[src/design/indexed_sequence_store_top_defines.svh]
// assertion macros shared by the indexed sequence store modules
// no dependencies; included by files that carry concurrent assertions
`ifndef INDEXED_SEQUENCE_STORE_TOP_DEFINES_SVH
`define INDEXED_SEQUENCE_STORE_TOP_DEFINES_SVH

// condition holds at every clock edge out of reset
`define ISS_ASSERT_ALWAYS(lbl, clk, rst_n, cond, msg) \
	lbl: assert property (@(posedge clk) disable iff (!rst_n) (cond)) else $error(msg);

// same-cycle implication
`define ISS_ASSERT_IMP(lbl, clk, rst_n, ante, cons, msg) \
	lbl: assert property (@(posedge clk) disable iff (!rst_n) (ante) |-> (cons)) \
		else $error(msg);

// next-cycle implication
`define ISS_ASSERT_NEXT(lbl, clk, rst_n, ante, cons, msg) \
	lbl: assert property (@(posedge clk) disable iff (!rst_n) (ante) |=> (cons)) \
		else $error(msg);

`endif

[src/design/iss_pkg.sv]
// types and constants of the indexed sequence store
// no dependencies; imported by the controller, datapath and top level
package iss_pkg;

	localparam int POS_W       = 8;
	localparam int VAL_W       = 32;
	localparam int CNT_OUT_W   = 9;
	localparam int S_TDATA_W   = 40;
	localparam int M_TDATA_W   = 48;
	localparam int KIND_W      = 2;
	localparam int STATUS_W    = 2;

	typedef enum logic [KIND_W-1:0] {
		KIND_APPEND = 2'd0,
		KIND_REMOVE = 2'd1,
		KIND_READ   = 2'd2,
		KIND_CLEAR  = 2'd3
	} kind_t;

	typedef enum logic [STATUS_W-1:0] {
		ST_DONE  = 2'd0,
		ST_RANGE = 2'd1,
		ST_FULL  = 2'd2
	} status_t;

	// controller to datapath
	typedef struct packed {
		logic capture;
		logic exec;
		logic rd_capture;
		logic shift_run;
		logic count_dec;
		logic finish;
	} iss_cmd_t;

	// datapath to controller
	typedef struct packed {
		kind_t kind;
		logic  in_range;
		logic  shift_done;
		logic  out_free;
	} iss_stat_t;

endpackage

[src/design/iss_ctrl.sv]
// controller state machine of the indexed sequence store
// depends on iss_pkg
module iss_ctrl (
	input  logic               clk,
	input  logic               arst_n,
	input  logic               s_tvalid,
	output logic               s_tready,
	input  iss_pkg::iss_stat_t stat,
	output iss_pkg::iss_cmd_t  cmd
);

	import iss_pkg::*;

	typedef enum logic [2:0] {
		IDLE,
		EXEC,
		RD_WAIT,
		SHIFT,
		FINISH
	} state_t;

	state_t state_q;
	logic   ready_q;

	always_comb begin
		cmd            = '0;
		cmd.capture    = ready_q && s_tvalid;
		cmd.exec       = (state_q == EXEC);
		cmd.rd_capture = (state_q == RD_WAIT);
		cmd.shift_run  = (state_q == SHIFT);
		cmd.count_dec  = (state_q == SHIFT) && stat.shift_done;
		cmd.finish     = (state_q == FINISH) && stat.out_free;
	end

	assign s_tready = ready_q;

	always_ff @(posedge clk or negedge arst_n) begin
		if (!arst_n) begin
			state_q <= IDLE;
			ready_q <= 1'b1;
		end else begin
			case (state_q)
				IDLE: begin
					if (ready_q && s_tvalid) begin
						state_q <= EXEC;
						ready_q <= 1'b0;
					end
				end
				EXEC: begin
					if (stat.kind == KIND_REMOVE && stat.in_range) begin
						state_q <= SHIFT;
					end else if (stat.kind == KIND_READ && stat.in_range) begin
						state_q <= RD_WAIT;
					end else begin
						state_q <= FINISH;
					end
				end
				RD_WAIT: begin
					state_q <= FINISH;
				end
				SHIFT: begin
					if (stat.shift_done) begin
						state_q <= FINISH;
					end
				end
				FINISH: begin
					if (stat.out_free) begin
						state_q <= IDLE;
						ready_q <= 1'b1;
					end
				end
				default: begin
					state_q <= IDLE;
					ready_q <= 1'b1;
				end
			endcase
		end
	end

endmodule

[config.mk]
export PLATFORM = sky130hd
export DESIGN_NAME = iss_ctrl
export DESIGN_NICKNAME = d
export VERILOG_FILES = /design/src/design/indexed_sequence_store_top_defines.svh /design/src/design/iss_pkg.sv /design/src/design/iss_ctrl.sv
export SDC_FILE = /design/constraint.sdc
export NUM_CORES = 1
export LEC_CHECK = 0
export ABC_AREA = 1
export BUFFER_PORTS_ARGS = -buffer_cell sky130_fd_sc_hd__buf_2
export CAP_MARGIN = 20
export CORE_AREA = 2 2 39 41
export DETAILED_ROUTE_END_ITERATION = 8
export DIE_AREA = 0 0 41 43
export GPL_ROUTABILITY_DRIVEN = 0
export GPL_TIMING_DRIVEN = 0
export SLEW_MARGIN = 30
export SYNTH_ARGS = -nofsm -noshare
export SYNTH_HDL_FRONTEND = slang
export SYNTH_SLANG_ARGS = --single-unit
[constraint.sdc]
create_clock -name clk -period 2.96 [get_ports clk]
set_clock_uncertainty 0.05 [all_clocks]
set_input_delay 0 -clock clk [delete_from_list [all_inputs] [get_ports clk]]
set_output_delay 0 -clock clk [all_outputs]
set_load 0.005 [all_outputs]
## Yosys cells after proc, flatten, opt, wreduce, memory -nomap -nowiden

Index checks and enable logic that the tools add are counted.

| cells by class | value |
|---|---|
| eq/ne operators | 9 |
| multiplexer cells | 9 |
| bitwise operators | 1 |
| reductions and logical operators | 9 |

Operator list:

| operator | number |
|---|---|
| two-way mux 3 bit | 5 |
| case mux 3 bit (5 select lines) | 1 |
| equality test 3 x 2 -> 1 bit (second input constant) | 2 |
| != test 2 bit (second input constant) | 3 |
| AND reduction 3 bit | 2 |
| logical AND 1 bit | 5 |
| equality test 3 x 1 -> 1 bit (second input constant) | 1 |
| equality test 3 bit (second input constant) | 1 |
| zero test 3 bit | 1 |
| case mux 1 bit (3 select lines) | 1 |
| OR reduction 3 bit | 1 |
| equality test 2 x 1 -> 1 bit (second input constant) | 1 |
| equality test 2 bit (second input constant) | 1 |
| two-way mux 1 bit | 2 |
| NOT 1 bit | 1 |

| storage, ports and cells | value |
|---|---|
| register bits | 4 |
| input bits | 8 |
| output and inout bits | 7 |

## Depth between registers and ports, before layout

| logic depth | value |
|---|---|
| depth after elaboration | 5 |
| depth in mapped cells | 7 |
| depth with buffers taken out | 7 |

## Worst setup path after synthesis

OpenSTA, ideal clock, no wires.

| timing | value |
|---|---|
| kind | register -> register |
| from | reg state_q[2] |
| to | reg state_q[2] |
| setup time | 0.119 ns |
| arrival | 0.858 ns |
| data required time | 2.791 ns |
| slack | 1.933 ns |
| cell stages (with the launch flop) | 8 |
| path buffers | 1 |
| clock period less this slack | 1.027 ns |
| cell sequence | dfrtp_1 -> buf_4 -> inv_2 -> nand3_1 -> nand2_1 -> nor2_1 -> nand2_1 -> nand2_1 |

| between the ends | value |
|---|---|
| cells in the longest elaborated chain, start to end | 3 |

RTL lines:

| item | RTL line | text |
|---|---|---|
| start, declared | iss_ctrl.sv:22 | `state_t state_q;` |
| start signal, assigned | iss_ctrl.sv:39 | `state_q <= IDLE;` |
| start signal, assigned | iss_ctrl.sv:45 | `state_q <= EXEC;` |
| start signal, assigned | iss_ctrl.sv:51 | `state_q <= SHIFT;` |
| equality test 3 x 2 -> 1 bit, or another cell as far along | iss_ctrl.sv:42 | `case (state_q)` |
| != test 2 bit (no source line) | n/a |  |
| AND reduction 3 bit (no source line) | n/a |  |

Several ways; a longest one is shown, not always the timed one.
A chain may end at the register's enable or synchronous reset.

==> results.md <==
- Setup TNS: 0 ns
- Leak pwr: 0.281 nW
- Post-CTS Hold Fix Bufs: 2
- Startpoint class of the critical path: flip-flop
- Switch share: 0.405
- CTS tree: yes
- Final hold viol count: 0
- Root buffer cell: clkbuf_4
- Die Area: 0.00176 mm^2
- Fin crit share: 0.408
- Area growth syn-to-layout: 44.0%
- Overall overflow remaining after global route: 0
- Number of core rows: 14
- Clock insertion delay at the later pin of the skew report: 0.24 ns
- Most frequently used cell type in the post-synthesis netlist: nand2_1
- Highest fanout seen on the critical path: 5
- Required time of the critical path: 2.91 ns
- Count of pins over their slew limit: 0
- Post-detailed-route DRC marker count: 0
- Cells along the critical path: nor2_2 -> inv_1 -> nor3_1 -> buf_2
- Synth Register Bits: 4
- Transition at the pin with the smallest max-transition slack: 0.167 ns
- Number of port buffers: 14
- Number of violations of the max-capacitance limit: 0
- Global Route Usage Sum: 0.0938
- HPWL after detailed placement: 519 um
- Total power per unit cell area: 716 mW/mm^2
- Post-Synthesis Net Count: 57
- Most instantiated flip-flop cell in the synthesis netlist: dfrtp_1
- Setup slack after placement: 1.86 ns
- HP Class: in -> reg
- Area contributors post-synth: dfrtp_1 (24%), nand2_1 (15%), nand3_1 (11%)
- Number of enable-type register cells in the synthesized netlist: 0
- Crit path largest cell delay: 0.42 ns
- Placed Instance Area: 400 um^2
- Pin count of the biggest net entering global routing: 9
- Top-area cell type share of the netlist area: 0.242
- Post-route standard cell area excluding fillers: 447 um^2
- Final net count: 78
- Unrepaired setup endpoints after global routing: false
- Count of routing violations after the opening detailed-route iteration: 3
- Number of setup violations in the final report: 0
- Vias per cell: 4.02
- CTS Buf Count: 3
- IR Drop Worst-Case VDD: 0.190 mV
- Vias after detailed routing: 342
- Fmax: 828 MHz
- Core Area: 0.00138 mm^2
- Die Wd: 41 um
- Worst setup startpoint: state_q[0]
- Combinational fraction of design power: 0.480
- Average wire length per cell after detail routing: 7.56 um
- PnR worst setup slack: 1.75 ns
- Clk sinks: 4
- Maximum number of buffers from clock root to sink: 2
- Total I/O pin count: 15
- CP Capture Type: output port
- Netlist area before placement: 310 um^2
- Slew HR: 0.888
- Post-synth cell types: 14
- Util after Layout: 0.323
- Clock power frac: 0.236
- CTS clock-pin slew for the worst setup and hold paths: 0.04 ns
- Worst hold path startpoint: stat[1]
- Number of iterations in the first detailed-routing pass: 4
- Count of synthesis-stage warnings from yosys: 0
- Floorplan die height: 43 um
- Classification of the worst setup path: reg -> out
- Number of antenna violations at the first check in global routing: 0
- Effective utilization at floorplan: 0.224
- Final WL: 643 um
- Share of power burned in registers: 0.284
- Remaining antenna violation count after routing: 0
- Run status: completed
- Inserted Diodes: 0
- Number of gates given a new drive strength after cts: 0
- Sequential-to-total area share from yosys stat: 0.327
- Async set-or-reset flop fraction in the synthesized netlist: 1.00
- Standard cell with the maximum stage delay on the critical path: dfrtp_1
- Cell type with the largest total area after synthesis: dfrtp_1
- Overall Power: 0.320 mW
- Number of H-tree levels: 1
- Global-route wire length before repair: 1.04 mm
- Final worst path period need: 1.21 ns
- Number of buffers inserted by post-CTS setup repair: 0
- Vias in the first global route: 291
- Critical R2R Launch: state_q[0]
- Worst endpoint data arrival time: 1.16 ns
- Most instantiated cells after synthesis: nand2_1 (12), inv_1 (9), nand3_1 (7), nor2_1 (6), dfrtp_1 (3)
- Net switching power figure: 0.130 mW
- Internal: 0.190 mW
- Fraction of final layout cells with drive strength greater than 1: 0.362
- Cell count after synthesis: 49
- Mean Syn Cell Area: 6.33 um^2
## metrics by stage
stage / hold slack, ns / std cells
global placement: -0.244 / 79
finish: 0.00531 / 85
detailed placement: -0.242 / 79
floorplan: -0.346 / 49
CTS: 0.00341 / 85
global route: 0.0246 / 85
## area by class of cell
| class | count | area [um^2] |
|---|---|---|
| inverter | 10 | 37.5 |
| fill | 158 | 937 |
| tap | 16 | 20.0 |
| clock buffer | 4 | 26.3 |
| sequential | 4 | 101 |
| timing repair buffer | 16 | 90.1 |
| multi-input combinational | 34 | 164 |
| buffer | 1 | 7.51 |
## cell usage in the layout, fill, tap and decap left out, drive strengths merged
master,instances
o21ai,1
inv,10
dfstp,1
nor2,9
dfrtp,3
nand2,14
buf,15
nor3,2
clkbuf,4
nand3,7
dlygate4sd3,2
a21oi,1
## worst max-delay path, delay by kind of cell, from the launching register on
family	cells	cell delay, ns
buffers and inverters	2	0.23
flip-flops	1	0.42
AND/OR/NAND/NOR	2	0.26
## path summary, 6_finish.rpt
check | slack, ns | to | cells after the start
setup / recovery | 1.75 | cmd[0] | 4
min in group asynchronous | 0.03 | state_q[0] | 2
hold / removal | 0.005 | state_q[1] | 4
max in group asynchronous | 2.62 | s_tready | 2
hold reg to reg | 0.42 | s_tready | 2
setup reg to reg | 1.86 | state_q[2] | 6
## cells by family after synthesis
kind of cell / Yosys count / synth area share
and+or+nand+nor: 32 / 0.496
DFF: 4 / 0.327
buffers and inverters: 11 / 0.145
AOI/OAI and AO/OA: 2 / 0.0322
## state kept, by name, summed over array words and instances (netlist names)
| register | count |
|---|---|
| state_q | 3 |
| s_tready | 1 |
## power by group through the flow
stage	registers (mW)	logic [mW]	clock network, mW
after floorplan	0.0911	0.113	0
after global placement	0.0919	0.153	0
after detailed placement	0.0916	0.153	0
after CTS	0.0909	0.156	0.0795
after global routing	0.0939	0.180	0.0791
final	0.0908	0.154	0.0756
## per-layer routing
layer  vias to the layer above  global-route usage  wire length [um]  share of wire
met5                         -                   0                 0              0
met4                         0               0.100                14          0.022
met3                         4              0.0314                42          0.065
met2                         8               0.128               335           0.52
met1                       142               0.101               251           0.39
li1                        188                   -                 -              -
(Power assumes the default switching activity.)
